==> src/rtl/core/pts_pkg.sv <==
// ----------------------------------------------------------------------------
// pts_pkg
// Shared types, codes and reset constants of the periodic task scheduler.
// ----------------------------------------------------------------------------
package pts_pkg;

  localparam int MAX_TASKS     = 4;
  localparam int NUM_TASKS_DEF = 3;

  localparam int CNT_W  = 16;
  localparam int ST_W   = 2;
  localparam int TASK_W = 2;
  localparam int KIND_W = 3;
  localparam int CMD_W  = 3;
  localparam int IDX_W  = 3;
  localparam int ADDR_W = 4;
  localparam int DATA_W = 32;

  // commands
  localparam logic [CMD_W-1:0] CMD_TICK     = 3'd0;
  localparam logic [CMD_W-1:0] CMD_DISPATCH = 3'd1;
  localparam logic [CMD_W-1:0] CMD_SUSPEND  = 3'd2;
  localparam logic [CMD_W-1:0] CMD_RESUME   = 3'd3;
  localparam logic [CMD_W-1:0] CMD_QUERY    = 3'd4;

  // task status
  localparam logic [ST_W-1:0] ST_STOP = 2'd0;
  localparam logic [ST_W-1:0] ST_RUN  = 2'd1;
  localparam logic [ST_W-1:0] ST_SUSP = 2'd2;

  // result kinds
  localparam logic [KIND_W-1:0] K_DONE     = 3'd0;
  localparam logic [KIND_W-1:0] K_DISPATCH = 3'd1;
  localparam logic [KIND_W-1:0] K_NONE     = 3'd2;
  localparam logic [KIND_W-1:0] K_STATUS   = 3'd3;
  localparam logic [KIND_W-1:0] K_CLEANUP  = 3'd4;
  localparam logic [KIND_W-1:0] K_RANGE    = 3'd5;

  typedef logic [MAX_TASKS-1:0][CNT_W-1:0] period_arr_t;

  localparam period_arr_t PERIOD_RST = {16'd0, 16'd2000, 16'd100, 16'd10};

  // one entry of the task table
  typedef struct packed {
    logic [ST_W-1:0]  st;
    logic [CNT_W-1:0] cnt;
  } ent_t;

  // sequencer to table memory
  typedef struct packed {
    logic              we;
    logic [TASK_W-1:0] waddr;
    ent_t              wdata;
    logic              re;
    logic [TASK_W-1:0] raddr;
  } mem_req_t;

endpackage

==> src/rtl/core/pts_regs.sv <==
// ----------------------------------------------------------------------------
// pts_regs
// APB register file holding the reload period of each task.
// ----------------------------------------------------------------------------
module pts_regs (
  input  logic                           clk,
  input  logic                           rst_n,
  input  logic                           psel,
  input  logic                           penable,
  input  logic                           pwrite,
  input  logic [pts_pkg::ADDR_W-1:0]     paddr,
  input  logic [pts_pkg::DATA_W-1:0]     pwdata,
  output logic [pts_pkg::DATA_W-1:0]     prdata,
  output logic                           pready,
  output pts_pkg::period_arr_t           period
);

  pts_pkg::period_arr_t              period_r;
  logic [pts_pkg::TASK_W-1:0]        reg_idx;
  logic                              wr_en;

  assign reg_idx = paddr[pts_pkg::ADDR_W-1:2];
  assign wr_en   = psel && penable && pwrite;
  assign pready  = 1'b1;
  assign prdata  = {{(pts_pkg::DATA_W-pts_pkg::CNT_W){1'b0}}, period_r[reg_idx]};
  assign period  = period_r;

  always_ff @(posedge clk) begin
    if (!rst_n) begin
      period_r <= pts_pkg::PERIOD_RST;
    end else if (wr_en) begin
      period_r[reg_idx] <= pwdata[pts_pkg::CNT_W-1:0];
    end
  end

endmodule

==> src/rtl/core/pts_mem.sv <==
// ----------------------------------------------------------------------------
// pts_mem
// Task table: one write port, one read port, registered read data.
// ----------------------------------------------------------------------------
module pts_mem #(
  parameter int DEPTH = pts_pkg::NUM_TASKS_DEF
) (
  input  logic              clk,
  input  logic              rst_n,
  input  pts_pkg::mem_req_t req,
  output pts_pkg::ent_t     rdata
);

  localparam int AW = (DEPTH > 1) ? $clog2(DEPTH) : 1;

  pts_pkg::ent_t    mem_r [DEPTH];
  logic [DEPTH-1:0] vld_r;
  pts_pkg::ent_t    rdata_r;
  logic [AW-1:0]    wa;
  logic [AW-1:0]    ra;

  assign wa    = req.waddr[AW-1:0];
  assign ra    = req.raddr[AW-1:0];
  assign rdata = rdata_r;

  always_ff @(posedge clk) begin
    if (req.we) begin
      mem_r[wa] <= req.wdata;
    end
  end

  // an entry never written reads as zero count, stop
  always_ff @(posedge clk) begin
    if (!rst_n) begin
      vld_r <= '0;
    end else if (req.we) begin
      vld_r[wa] <= 1'b1;
    end
  end

  always_ff @(posedge clk) begin
    if (req.re) begin
      rdata_r <= vld_r[ra] ? mem_r[ra] : '0;
    end
  end

endmodule

==> src/rtl/core/pts_seq.sv <==
// ----------------------------------------------------------------------------
// pts_seq
// Command sequencer: reads, updates and writes back task entries, builds beats.
// ----------------------------------------------------------------------------
module pts_seq #(
  parameter int NUM_TASKS = pts_pkg::NUM_TASKS_DEF
) (
  input  logic                        clk,
  input  logic                        rst_n,
  input  logic                        in_valid,
  output logic                        in_ready,
  input  logic [pts_pkg::CMD_W-1:0]   in_cmd,
  input  logic [pts_pkg::IDX_W-1:0]   in_task_index,
  output logic                        out_valid,
  input  logic                        out_ready,
  output logic [pts_pkg::KIND_W-1:0]  out_kind,
  output logic [pts_pkg::TASK_W-1:0]  out_task_number,
  output logic [pts_pkg::ST_W-1:0]    out_task_status,
  output logic                        out_last,
  input  pts_pkg::period_arr_t        period,
  output pts_pkg::mem_req_t           mem_req,
  input  pts_pkg::ent_t               mem_rdata
);

  localparam logic [1:0] S_IDLE = 2'd0;
  localparam logic [1:0] S_MOD  = 2'd1;
  localparam logic [1:0] S_FIN  = 2'd2;

  localparam logic [pts_pkg::TASK_W-1:0] LAST_TASK = pts_pkg::TASK_W'(NUM_TASKS - 1);
  localparam logic [pts_pkg::IDX_W-1:0]  NUM_IDX   = pts_pkg::IDX_W'(NUM_TASKS);

  logic [1:0]                   state_r, state_nxt;
  logic [pts_pkg::CMD_W-1:0]    cmd_r, cmd_nxt;
  logic [pts_pkg::TASK_W-1:0]   addr_r, addr_nxt;
  logic [pts_pkg::KIND_W-1:0]   hold_kind_r, hold_kind_nxt;
  logic [pts_pkg::TASK_W-1:0]   hold_num_r, hold_num_nxt;
  logic [pts_pkg::ST_W-1:0]     hold_st_r, hold_st_nxt;
  logic                         hold_disp_r, hold_disp_nxt;

  logic                         out_valid_r;
  logic [pts_pkg::KIND_W-1:0]   out_kind_r;
  logic [pts_pkg::TASK_W-1:0]   out_num_r;
  logic [pts_pkg::ST_W-1:0]     out_st_r;
  logic                         out_last_r;

  logic                         push_ok;
  logic                         push;
  logic [pts_pkg::KIND_W-1:0]   push_kind;
  logic [pts_pkg::TASK_W-1:0]   push_num;
  logic [pts_pkg::ST_W-1:0]     push_st;
  logic                         push_last;
  logic                         advance;
  logic [pts_pkg::CNT_W-1:0]    cnt_dec;
  logic [pts_pkg::CNT_W-1:0]    period_sel;
  logic [pts_pkg::TASK_W-1:0]   addr_inc;
  logic                         in_range;
  pts_pkg::ent_t                ent_new;

  assign in_ready   = (state_r == S_IDLE);
  assign push_ok    = !out_valid_r || out_ready;
  assign cnt_dec    = (mem_rdata.cnt != '0) ? mem_rdata.cnt - 1'b1 : '0;
  assign period_sel = period[addr_r];
  assign addr_inc   = addr_r + 1'b1;
  assign in_range   = (in_task_index < NUM_IDX);

  always_comb begin
    state_nxt     = state_r;
    cmd_nxt       = cmd_r;
    addr_nxt      = addr_r;
    hold_kind_nxt = hold_kind_r;
    hold_num_nxt  = hold_num_r;
    hold_st_nxt   = hold_st_r;
    hold_disp_nxt = hold_disp_r;
    mem_req       = '0;
    push          = 1'b0;
    push_kind     = hold_kind_r;
    push_num      = hold_num_r;
    push_st       = hold_st_r;
    push_last     = 1'b1;
    advance       = 1'b0;
    ent_new       = mem_rdata;

    case (state_r)
      S_IDLE: begin
        if (in_valid) begin
          cmd_nxt       = in_cmd;
          hold_num_nxt  = '0;
          hold_st_nxt   = pts_pkg::ST_STOP;
          hold_disp_nxt = 1'b0;
          case (in_cmd)
            pts_pkg::CMD_TICK, pts_pkg::CMD_DISPATCH: begin
              mem_req.re    = 1'b1;
              mem_req.raddr = '0;
              addr_nxt      = '0;
              hold_kind_nxt = (in_cmd == pts_pkg::CMD_TICK) ? pts_pkg::K_DONE
                                                             : pts_pkg::K_NONE;
              state_nxt     = S_MOD;
            end
            pts_pkg::CMD_SUSPEND, pts_pkg::CMD_RESUME, pts_pkg::CMD_QUERY: begin
              if (in_range) begin
                mem_req.re    = 1'b1;
                mem_req.raddr = in_task_index[pts_pkg::TASK_W-1:0];
                addr_nxt      = in_task_index[pts_pkg::TASK_W-1:0];
                state_nxt     = S_MOD;
              end else begin
                hold_kind_nxt = pts_pkg::K_RANGE;
                state_nxt     = S_FIN;
              end
            end
            default: begin
              hold_kind_nxt = pts_pkg::K_DONE;
              state_nxt     = S_FIN;
            end
          endcase
        end
      end

      S_MOD: begin
        mem_req.waddr = addr_r;
        case (cmd_r)
          pts_pkg::CMD_TICK: begin
            if (mem_rdata.st != pts_pkg::ST_SUSP) begin
              if (cnt_dec == '0) begin
                ent_new.st  = pts_pkg::ST_RUN;
                ent_new.cnt = period_sel;
              end else begin
                ent_new.cnt = cnt_dec;
              end
              mem_req.we = 1'b1;
            end
            advance = 1'b1;
          end
          pts_pkg::CMD_DISPATCH: begin
            if (mem_rdata.st == pts_pkg::ST_RUN) begin
              // flush the previous dispatch beat, it is not the last one
              if (hold_disp_r) begin
                push      = push_ok;
                push_kind = pts_pkg::K_DISPATCH;
                push_last = 1'b0;
              end
              if (!hold_disp_r || push_ok) begin
                ent_new.st    = pts_pkg::ST_STOP;
                mem_req.we    = 1'b1;
                hold_kind_nxt = pts_pkg::K_DISPATCH;
                hold_num_nxt  = addr_r;
                hold_disp_nxt = 1'b1;
                advance       = 1'b1;
              end
            end else begin
              advance = 1'b1;
            end
          end
          pts_pkg::CMD_SUSPEND: begin
            ent_new.st    = pts_pkg::ST_SUSP;
            ent_new.cnt   = period_sel;
            mem_req.we    = 1'b1;
            hold_kind_nxt = pts_pkg::K_CLEANUP;
            hold_num_nxt  = addr_r;
            state_nxt     = S_FIN;
          end
          pts_pkg::CMD_RESUME: begin
            ent_new.st    = pts_pkg::ST_STOP;
            mem_req.we    = 1'b1;
            hold_kind_nxt = pts_pkg::K_DONE;
            hold_num_nxt  = addr_r;
            state_nxt     = S_FIN;
          end
          pts_pkg::CMD_QUERY: begin
            hold_kind_nxt = pts_pkg::K_STATUS;
            hold_num_nxt  = addr_r;
            hold_st_nxt   = mem_rdata.st;
            state_nxt     = S_FIN;
          end
          default: begin
            state_nxt = S_FIN;
          end
        endcase
        if (advance) begin
          if (addr_r == LAST_TASK) begin
            state_nxt = S_FIN;
          end else begin
            addr_nxt      = addr_inc;
            mem_req.re    = 1'b1;
            mem_req.raddr = addr_inc;
          end
        end
      end

      S_FIN: begin
        push = push_ok;
        if (push_ok) begin
          state_nxt = S_IDLE;
        end
      end

      default: begin
        state_nxt = S_IDLE;
      end
    endcase
    mem_req.wdata = ent_new;
  end

  always_ff @(posedge clk) begin
    if (!rst_n) begin
      state_r     <= S_IDLE;
      hold_disp_r <= 1'b0;
    end else begin
      state_r     <= state_nxt;
      hold_disp_r <= hold_disp_nxt;
    end
  end

  always_ff @(posedge clk) begin
    cmd_r       <= cmd_nxt;
    addr_r      <= addr_nxt;
    hold_kind_r <= hold_kind_nxt;
    hold_num_r  <= hold_num_nxt;
    hold_st_r   <= hold_st_nxt;
  end

  always_ff @(posedge clk) begin
    if (!rst_n) begin
      out_valid_r <= 1'b0;
    end else if (push) begin
      out_valid_r <= 1'b1;
    end else if (out_ready) begin
      out_valid_r <= 1'b0;
    end
  end

  always_ff @(posedge clk) begin
    if (push) begin
      out_kind_r <= push_kind;
      out_num_r  <= push_num;
      out_st_r   <= push_st;
      out_last_r <= push_last;
    end
  end

  assign out_valid       = out_valid_r;
  assign out_kind        = out_kind_r;
  assign out_task_number = out_num_r;
  assign out_task_status = out_st_r;
  assign out_last        = out_last_r;

  a_we_in_mod: assert property (@(posedge clk) disable iff (!rst_n)
    mem_req.we |-> (state_r == S_MOD))
    else $error("table written outside the modify step");

  a_push_room: assert property (@(posedge clk) disable iff (!rst_n)
    push |-> (!out_valid_r || out_ready))
    else $error("beat pushed over an untaken beat");

  a_hold_kind: assert property (@(posedge clk) disable iff (!rst_n)
    hold_disp_r |-> (hold_kind_r == pts_pkg::K_DISPATCH))
    else $error("held dispatch beat has the wrong kind");

  a_accept_busy: assert property (@(posedge clk) disable iff (!rst_n)
    (in_valid && in_ready) |=> (state_r != S_IDLE))
    else $error("sequencer idle right after an accepted command");

  a_fin_last: assert property (@(posedge clk) disable iff (!rst_n)
    (push && state_r == S_FIN) |=> out_last)
    else $error("closing beat not marked last");

endmodule

==> src/rtl/core/periodic_task_scheduler.sv <==
// ----------------------------------------------------------------------------
// periodic_task_scheduler
// Time-triggered cooperative scheduler: per-task countdown and status table.
// ----------------------------------------------------------------------------
// Sequencing: tick and dispatch accept, then do one read-modify-write per
//   task through the table memory, then send a closing beat; suspend, resume
//   and query touch one in-range entry; other commands only close.
// Flow: no new command until the last closes; each holds in its closing step,
//   and a dispatch also mid-walk, while an earlier beat waits.
// Reset (synchronous, rst_n low): periods return to 10/100/2000/0, every
//   task reads as count zero and stop, no beat pending; no clearing pass.
// ----------------------------------------------------------------------------
module periodic_task_scheduler #(
  parameter int NUM_TASKS = pts_pkg::NUM_TASKS_DEF
) (
  input  logic                        clk,
  input  logic                        rst_n,
  // command channel
  input  logic                        in_valid,
  output logic                        in_ready,
  input  logic [pts_pkg::CMD_W-1:0]   in_cmd,
  input  logic [pts_pkg::IDX_W-1:0]   in_task_index,
  // result channel
  output logic                        out_valid,
  input  logic                        out_ready,
  output logic [pts_pkg::KIND_W-1:0]  out_kind,
  output logic [pts_pkg::TASK_W-1:0]  out_task_number,
  output logic [pts_pkg::ST_W-1:0]    out_task_status,
  output logic                        out_last,
  // configuration (APB)
  input  logic                        psel,
  input  logic                        penable,
  input  logic                        pwrite,
  input  logic [pts_pkg::ADDR_W-1:0]  paddr,
  input  logic [pts_pkg::DATA_W-1:0]  pwdata,
  output logic [pts_pkg::DATA_W-1:0]  prdata,
  output logic                        pready
);

  pts_pkg::period_arr_t period;
  pts_pkg::mem_req_t    mem_req;
  pts_pkg::ent_t        mem_rdata;

  // Period registers: one 16-bit reload count per task slot, all four kept
  // even when fewer tasks are built.
  pts_regs u_regs (
    .clk     (clk),
    .rst_n   (rst_n),
    .psel    (psel),
    .penable (penable),
    .pwrite  (pwrite),
    .paddr   (paddr),
    .pwdata  (pwdata),
    .prdata  (prdata),
    .pready  (pready),
    .period  (period)
  );

  // Task table: status and countdown per task, registered read data.
  pts_mem #(
    .DEPTH (NUM_TASKS)
  ) u_mem (
    .clk   (clk),
    .rst_n (rst_n),
    .req   (mem_req),
    .rdata (mem_rdata)
  );

  // Sequencer: walks the table for tick and dispatch (reading the next
  // entry while the current one is written back), touches a single entry
  // for suspend, resume and query, and drives the output beat register.
  // A dispatch beat is held back until the next one or the close, so the last one can be flagged.
  pts_seq #(
    .NUM_TASKS (NUM_TASKS)
  ) u_seq (
    .clk             (clk),
    .rst_n           (rst_n),
    .in_valid        (in_valid),
    .in_ready        (in_ready),
    .in_cmd          (in_cmd),
    .in_task_index   (in_task_index),
    .out_valid       (out_valid),
    .out_ready       (out_ready),
    .out_kind        (out_kind),
    .out_task_number (out_task_number),
    .out_task_status (out_task_status),
    .out_last        (out_last),
    .period          (period),
    .mem_req         (mem_req),
    .mem_rdata       (mem_rdata)
  );

endmodule

==> config.mk <==
export PLATFORM = sky130hd
export DESIGN_NAME = periodic_task_scheduler
export DESIGN_NICKNAME = d
export VERILOG_FILES = /design/src/rtl/core/pts_pkg.sv /design/src/rtl/core/pts_regs.sv /design/src/rtl/core/pts_mem.sv /design/src/rtl/core/pts_seq.sv /design/src/rtl/core/periodic_task_scheduler.sv
export SDC_FILE = /design/constraint.sdc
export NUM_CORES = 1
export LEC_CHECK = 0
export ABC_CLOCK_PERIOD_IN_PS = 4100
export BUFFER_PORTS_ARGS = -buffer_cell sky130_fd_sc_hd__buf_2
export CAP_MARGIN = 25
export CORE_UTILIZATION = 57
export CTS_BUF_LIST = sky130_fd_sc_hd__clkbuf_4 sky130_fd_sc_hd__clkbuf_8
export CTS_CLUSTER_DIAMETER = 120
export DETAILED_ROUTE_END_ITERATION = 10
export GPL_ROUTABILITY_DRIVEN = 0
export PLACE_DENSITY = 0.86
export RECOVER_POWER = 100
export SETUP_SLACK_MARGIN = 0.5
export SYNTH_ARGS = -nofsm -noshare
export SYNTH_HDL_FRONTEND = slang
export SYNTH_SLANG_ARGS = --single-unit
==> constraint.sdc <==
create_clock -name clk -period 4.1 [get_ports clk]
set_clock_uncertainty 0.05 [all_clocks]
set_input_delay 0.82 -clock clk [delete_from_list [all_inputs] [get_ports clk]]
set_output_delay 0.82 -clock clk [all_outputs]
set_load 0.05 [all_outputs]
==> results <==
- The number of gates resized after cts is 0.
- The number of antenna violations at the first check in global routing came to 0.
- The horizontal extent of the die is 124 µm.
- The via density per instance is 6.17.
- The count of input and output buffers is 56.
- The classification of the worst setup path is reg -> reg.
- The die is 124 µm tall.
- Adding up every negative setup slack in the final design gives 0 ns.
- Measured against its own limit, the worst slew margin works out to 9.73%.
- The worst setup path is launched from a flop.
- The wire length per cell is 18.2 µm.
- After detailed routing, the number of remaining DRC violations is 0.
- The flow ran to the end, and the final reports show no timing, DRC or antenna violations.
- The worst path needs 3.59 ns of the cycle, external delays included.
- The initialized floorplan defines 44 standard-cell rows.
- For this run, the top clock speed supported by timing is 278 MHz.
- The maximum clock path buffer count is 2.
- TritonCTS built the clock tree.
- The net count of the finished layout is 917.
- The area growth from synthesis to final layout is 8.05%.
- The top-level I/O count is 92.
- The post-route cell area is 0.00918 mm².
- The element type at the critical path end is a flop.
- Max-cap violations in this run came to 0.
- The first global-routing pass estimated 30900 µm of wire.
- Wires add up to 19300 µm.
- The number of distinct standard cells referenced by the synthesized netlist is 75.
- The number of global-route vias before repair is 6248.
- The count of final hold-check violations was 0.
- The part of the cycle the worst path needs is 87.6%.
- The static leakage power is 3.12 nW.
- The root buffer cell chosen for the clock tree is sky130_fd_sc_hd__clkbuf_8.
- The total core area is 0.0145 mm².
- Once detail routing completed, the nets flagged for antenna violations numbered 0.
- The layout has 1173 filler cells.
- The H-tree depth is 4.
- The max-slew violation total from the final report is 0.
- The clock latency at the later pin of the worst-skew pair is 0.46 ns.
- The count of vias placed by the detailed router is 6532.
- STA puts the critical path data required time at 4.26 ns.
- The most used flip-flop cell after synthesis is sky130_fd_sc_hd__edfxtp_1.
- The peak fanout along the critical path is 12.
- After the first detailed-routing iteration, the DRC count stood at 590.
- The worst-case IR drop observed on VDD is 0.000228 V.
- The number of iterations in the first detailed-routing pass is 5.
- Setup repair after global routing left no endpoint under its margin.
- The worst hold path class is reg -> reg.
- Each instance of the synthesized netlist takes up on average 10.3 µm².
- Setup violations remaining at the end of the flow were counted as 0.
- Sequential cells were found to cover 49.2% of the synthesized design area.
- The async set-reset flop share out of synthesis is 0%.
- The total global-route track usage is 26.8%.
- Synthesis handed over a netlist of 826 instances.
- The antenna diode count is 0.
- The measured slew at the worst slew-check pin is 1.35 ns.
- The die outline area is 0.0154 mm².
- The pin count of the biggest net entering global routing is 72.
- In this run, synthesis inferred 92 flip-flops with an integrated enable.
- After clock tree synthesis, the clock-pin slew on the worst setup and hold paths is 0.09 ns.
- The final HPWL from detailed placement is 13200 µm.
- The critical path arrival is 3.75 ns.
- Counting the buffers created by CTS gives 17.
- The initial utilization of the core area, before any placement, comes to 58.5%.
- The cell area after technology mapping is 0.00850 mm².
- The clock net in this run drives a total of 163 sinks.
- The post-synthesis sequential element count is 163.
- The placed instances occupy a cell area of 0.00885 mm².
- The worst setup slack for register-to-register paths is 0.51 ns.
- Power spread over the standard cell area amounts to 369 mW/mm².
- The share of layout cells above drive strength 1 is 14.6%.
- For this run, the number of Yosys warnings is 0.
- For this run the aggregate overflow at the end of global routing stands at 0.
## cell usage in the layout, fill, tap and decap left out, types with 6 or more instances in the layout
cell type / instances
sky130_fd_sc_hd__nor2b_1: 7
sky130_fd_sc_hd__dfxtp_1: 71
sky130_fd_sc_hd__mux2i_1: 22
sky130_fd_sc_hd__edfxtp_1: 92
sky130_fd_sc_hd__mux4_2: 31
sky130_fd_sc_hd__a21boi_0: 54
sky130_fd_sc_hd__nand2_1: 164
sky130_fd_sc_hd__a211oi_1: 21
sky130_fd_sc_hd__nor4_1: 6
sky130_fd_sc_hd__a31oi_1: 6
sky130_fd_sc_hd__ha_1: 7
sky130_fd_sc_hd__and2_0: 7
sky130_fd_sc_hd__buf_4: 9
sky130_fd_sc_hd__nor3_1: 15
sky130_fd_sc_hd__o21ai_0: 32
sky130_fd_sc_hd__conb_1: 17
sky130_fd_sc_hd__a21oi_1: 30
sky130_fd_sc_hd__nor2_1: 48
sky130_fd_sc_hd__clkbuf_8: 18
sky130_fd_sc_hd__clkbuf_1: 36
sky130_fd_sc_hd__buf_2: 27
sky130_fd_sc_hd__nand3_1: 26
sky130_fd_sc_hd__inv_1: 21
## cells in the mapped netlist, types with 3 or more instances
cell type / number / area (µm²)
sky130_fd_sc_hd__a211oi_1: 21 / 158
sky130_fd_sc_hd__a21boi_0: 54 / 405
sky130_fd_sc_hd__a21oi_1: 29 / 145
sky130_fd_sc_hd__a22oi_1: 5 / 37.5
sky130_fd_sc_hd__a31o_2: 3 / 26.3
sky130_fd_sc_hd__a31oi_1: 6 / 37.5
sky130_fd_sc_hd__and2_1: 11 / 68.8
sky130_fd_sc_hd__and3_1: 5 / 31.3
sky130_fd_sc_hd__buf_1: 5 / 18.8
sky130_fd_sc_hd__buf_4: 19 / 143
sky130_fd_sc_hd__clkbuf_1: 47 / 176
sky130_fd_sc_hd__dfxtp_1: 71 / 1420
sky130_fd_sc_hd__edfxtp_1: 92 / 2760
sky130_fd_sc_hd__ha_1: 7 / 87.6
sky130_fd_sc_hd__inv_1: 20 / 75.1
sky130_fd_sc_hd__mux2_2: 5 / 56.3
sky130_fd_sc_hd__mux2i_1: 22 / 220
sky130_fd_sc_hd__mux4_2: 31 / 698
sky130_fd_sc_hd__nand2_1: 164 / 616
sky130_fd_sc_hd__nand3_1: 25 / 125
sky130_fd_sc_hd__nand4_1: 3 / 18.8
sky130_fd_sc_hd__nor2_1: 48 / 180
sky130_fd_sc_hd__nor2b_1: 7 / 43.8
sky130_fd_sc_hd__nor3_1: 17 / 85.1
sky130_fd_sc_hd__nor3b_1: 3 / 22.5
sky130_fd_sc_hd__nor4_1: 6 / 37.5
sky130_fd_sc_hd__o21a_1: 3 / 22.5
sky130_fd_sc_hd__o21ai_0: 27 / 135
sky130_fd_sc_hd__o21ai_1: 6 / 30.0
sky130_fd_sc_hd__or3_1: 3 / 18.8
## worst max-delay path, stage by stage (launching register included)
cell and delay [ns]:
sky130_fd_sc_hd__edfxtp_1 0.59, sky130_fd_sc_hd__inv_1 0.12, sky130_fd_sc_hd__ha_1 0.29, sky130_fd_sc_hd__nor3b_1 0.22, sky130_fd_sc_hd__buf_4 0.20, sky130_fd_sc_hd__nand3_1 0.22, sky130_fd_sc_hd__o31ai_1 0.43, sky130_fd_sc_hd__nand4b_1 0.30
sky130_fd_sc_hd__nor3_4 0.26, sky130_fd_sc_hd__buf_4 0.17, sky130_fd_sc_hd__a211oi_1 0.07, sky130_fd_sc_hd__o21ai_0 0.42
## metrics by stage
stage               setup WS, ns  util (%)  hold slack (ns)  instances  power [mW]
global route               0.350      63.2            0.390       1058        3.50
finish                     0.508      63.2            0.390       1058        3.39
detailed placement         0.787      60.9            0.366       1022        2.26
floorplan                  0.624         -            0.350        841        2.17
CTS                        0.764      63.6            0.392       1054        3.41
global placement           0.881      60.9            0.355       1022        2.25
## registers in the layout, summed over array words and instances (netlist names), 3 cells and up
register and count:
u_mem.mem_r 54, u_seq.out_kind 3, u_mem.rdata 18, u_regs.period 64, u_mem.vld_r 3, u_seq.cmd_r 3
u_seq.hold_kind_r 3
## layout make-up
type	instances	area [µm²]	share of cell area, %
sequential	163	4180	45.6
timing repair buffer	75	370	4.03
clock buffer	20	263	2.86
inverter	20	75.1	0.817
multi-input combinational	584	3930	42.8
clock inverter	12	133	1.44
tap	184	230	2.51
## per-layer routing
layer / wire [µm] / global-route usage (%) / vias up
met4: 450 / 11.1 / 0
met1: 7570 / 32.9 / 3119
met5: 0 / 0 / -
met3: 1540 / 6.91 / 46
met2: 9690 / 45.0 / 307
li1: - / - / 3060
## repair_timing
| action | in CTS | in global routing |
|---|---|---|
| hold buffers | 0 | 0 |
| endpoints found under the hold margin | 0 | 0 |
| setup endpoints to repair | 0 | 6 |
| buffers inserted | 0 | 3 |
## cells by family (layout without fill, tap and decap cells)
logic type	after synthesis	after routing	synth area share, %
AO/OA/AOI/OAI	187	187	15.6
XOR/XNOR	1	1	0.103
adder cells (fa/ha/maj)	7	7	1.03
buffers and inverters	94	127	5.11
flip-flops	163	163	49.2
multiplexers	58	58	11.5
other	2	17	0.0884
AND/OR/NAND/NOR	314	314	17.4
## path summary, 6_finish.rpt
check | start | depth (start not counted) | end
max | u_mem.rdata[0]$_SDFFCE_PN0P_ | 11 | u_mem.mem_r[0][15]$_DFFE_PP_
min | u_seq.hold_st_r[0]$_SDFFCE_PN0P_ | 0 | u_seq.out_task_status[0]$_DFFE_PP_
max reg2reg | u_mem.rdata[0]$_SDFFCE_PN0P_ | 11 | u_mem.mem_r[0][15]$_DFFE_PP_
min reg2reg | u_seq.hold_st_r[0]$_SDFFCE_PN0P_ | 0 | u_seq.out_task_status[0]$_DFFE_PP_
## power breakdown
part	switching, mW	total [mW]	leakage (nW)	internal [mW]
registers	0.0425	1.82	1.42	1.77
clock network	0.591	1.16	0.210	0.574
logic	0.279	0.405	1.49	0.126
total	0.913	3.39	3.12	2.47
Power figures use the tool's default switching activity.
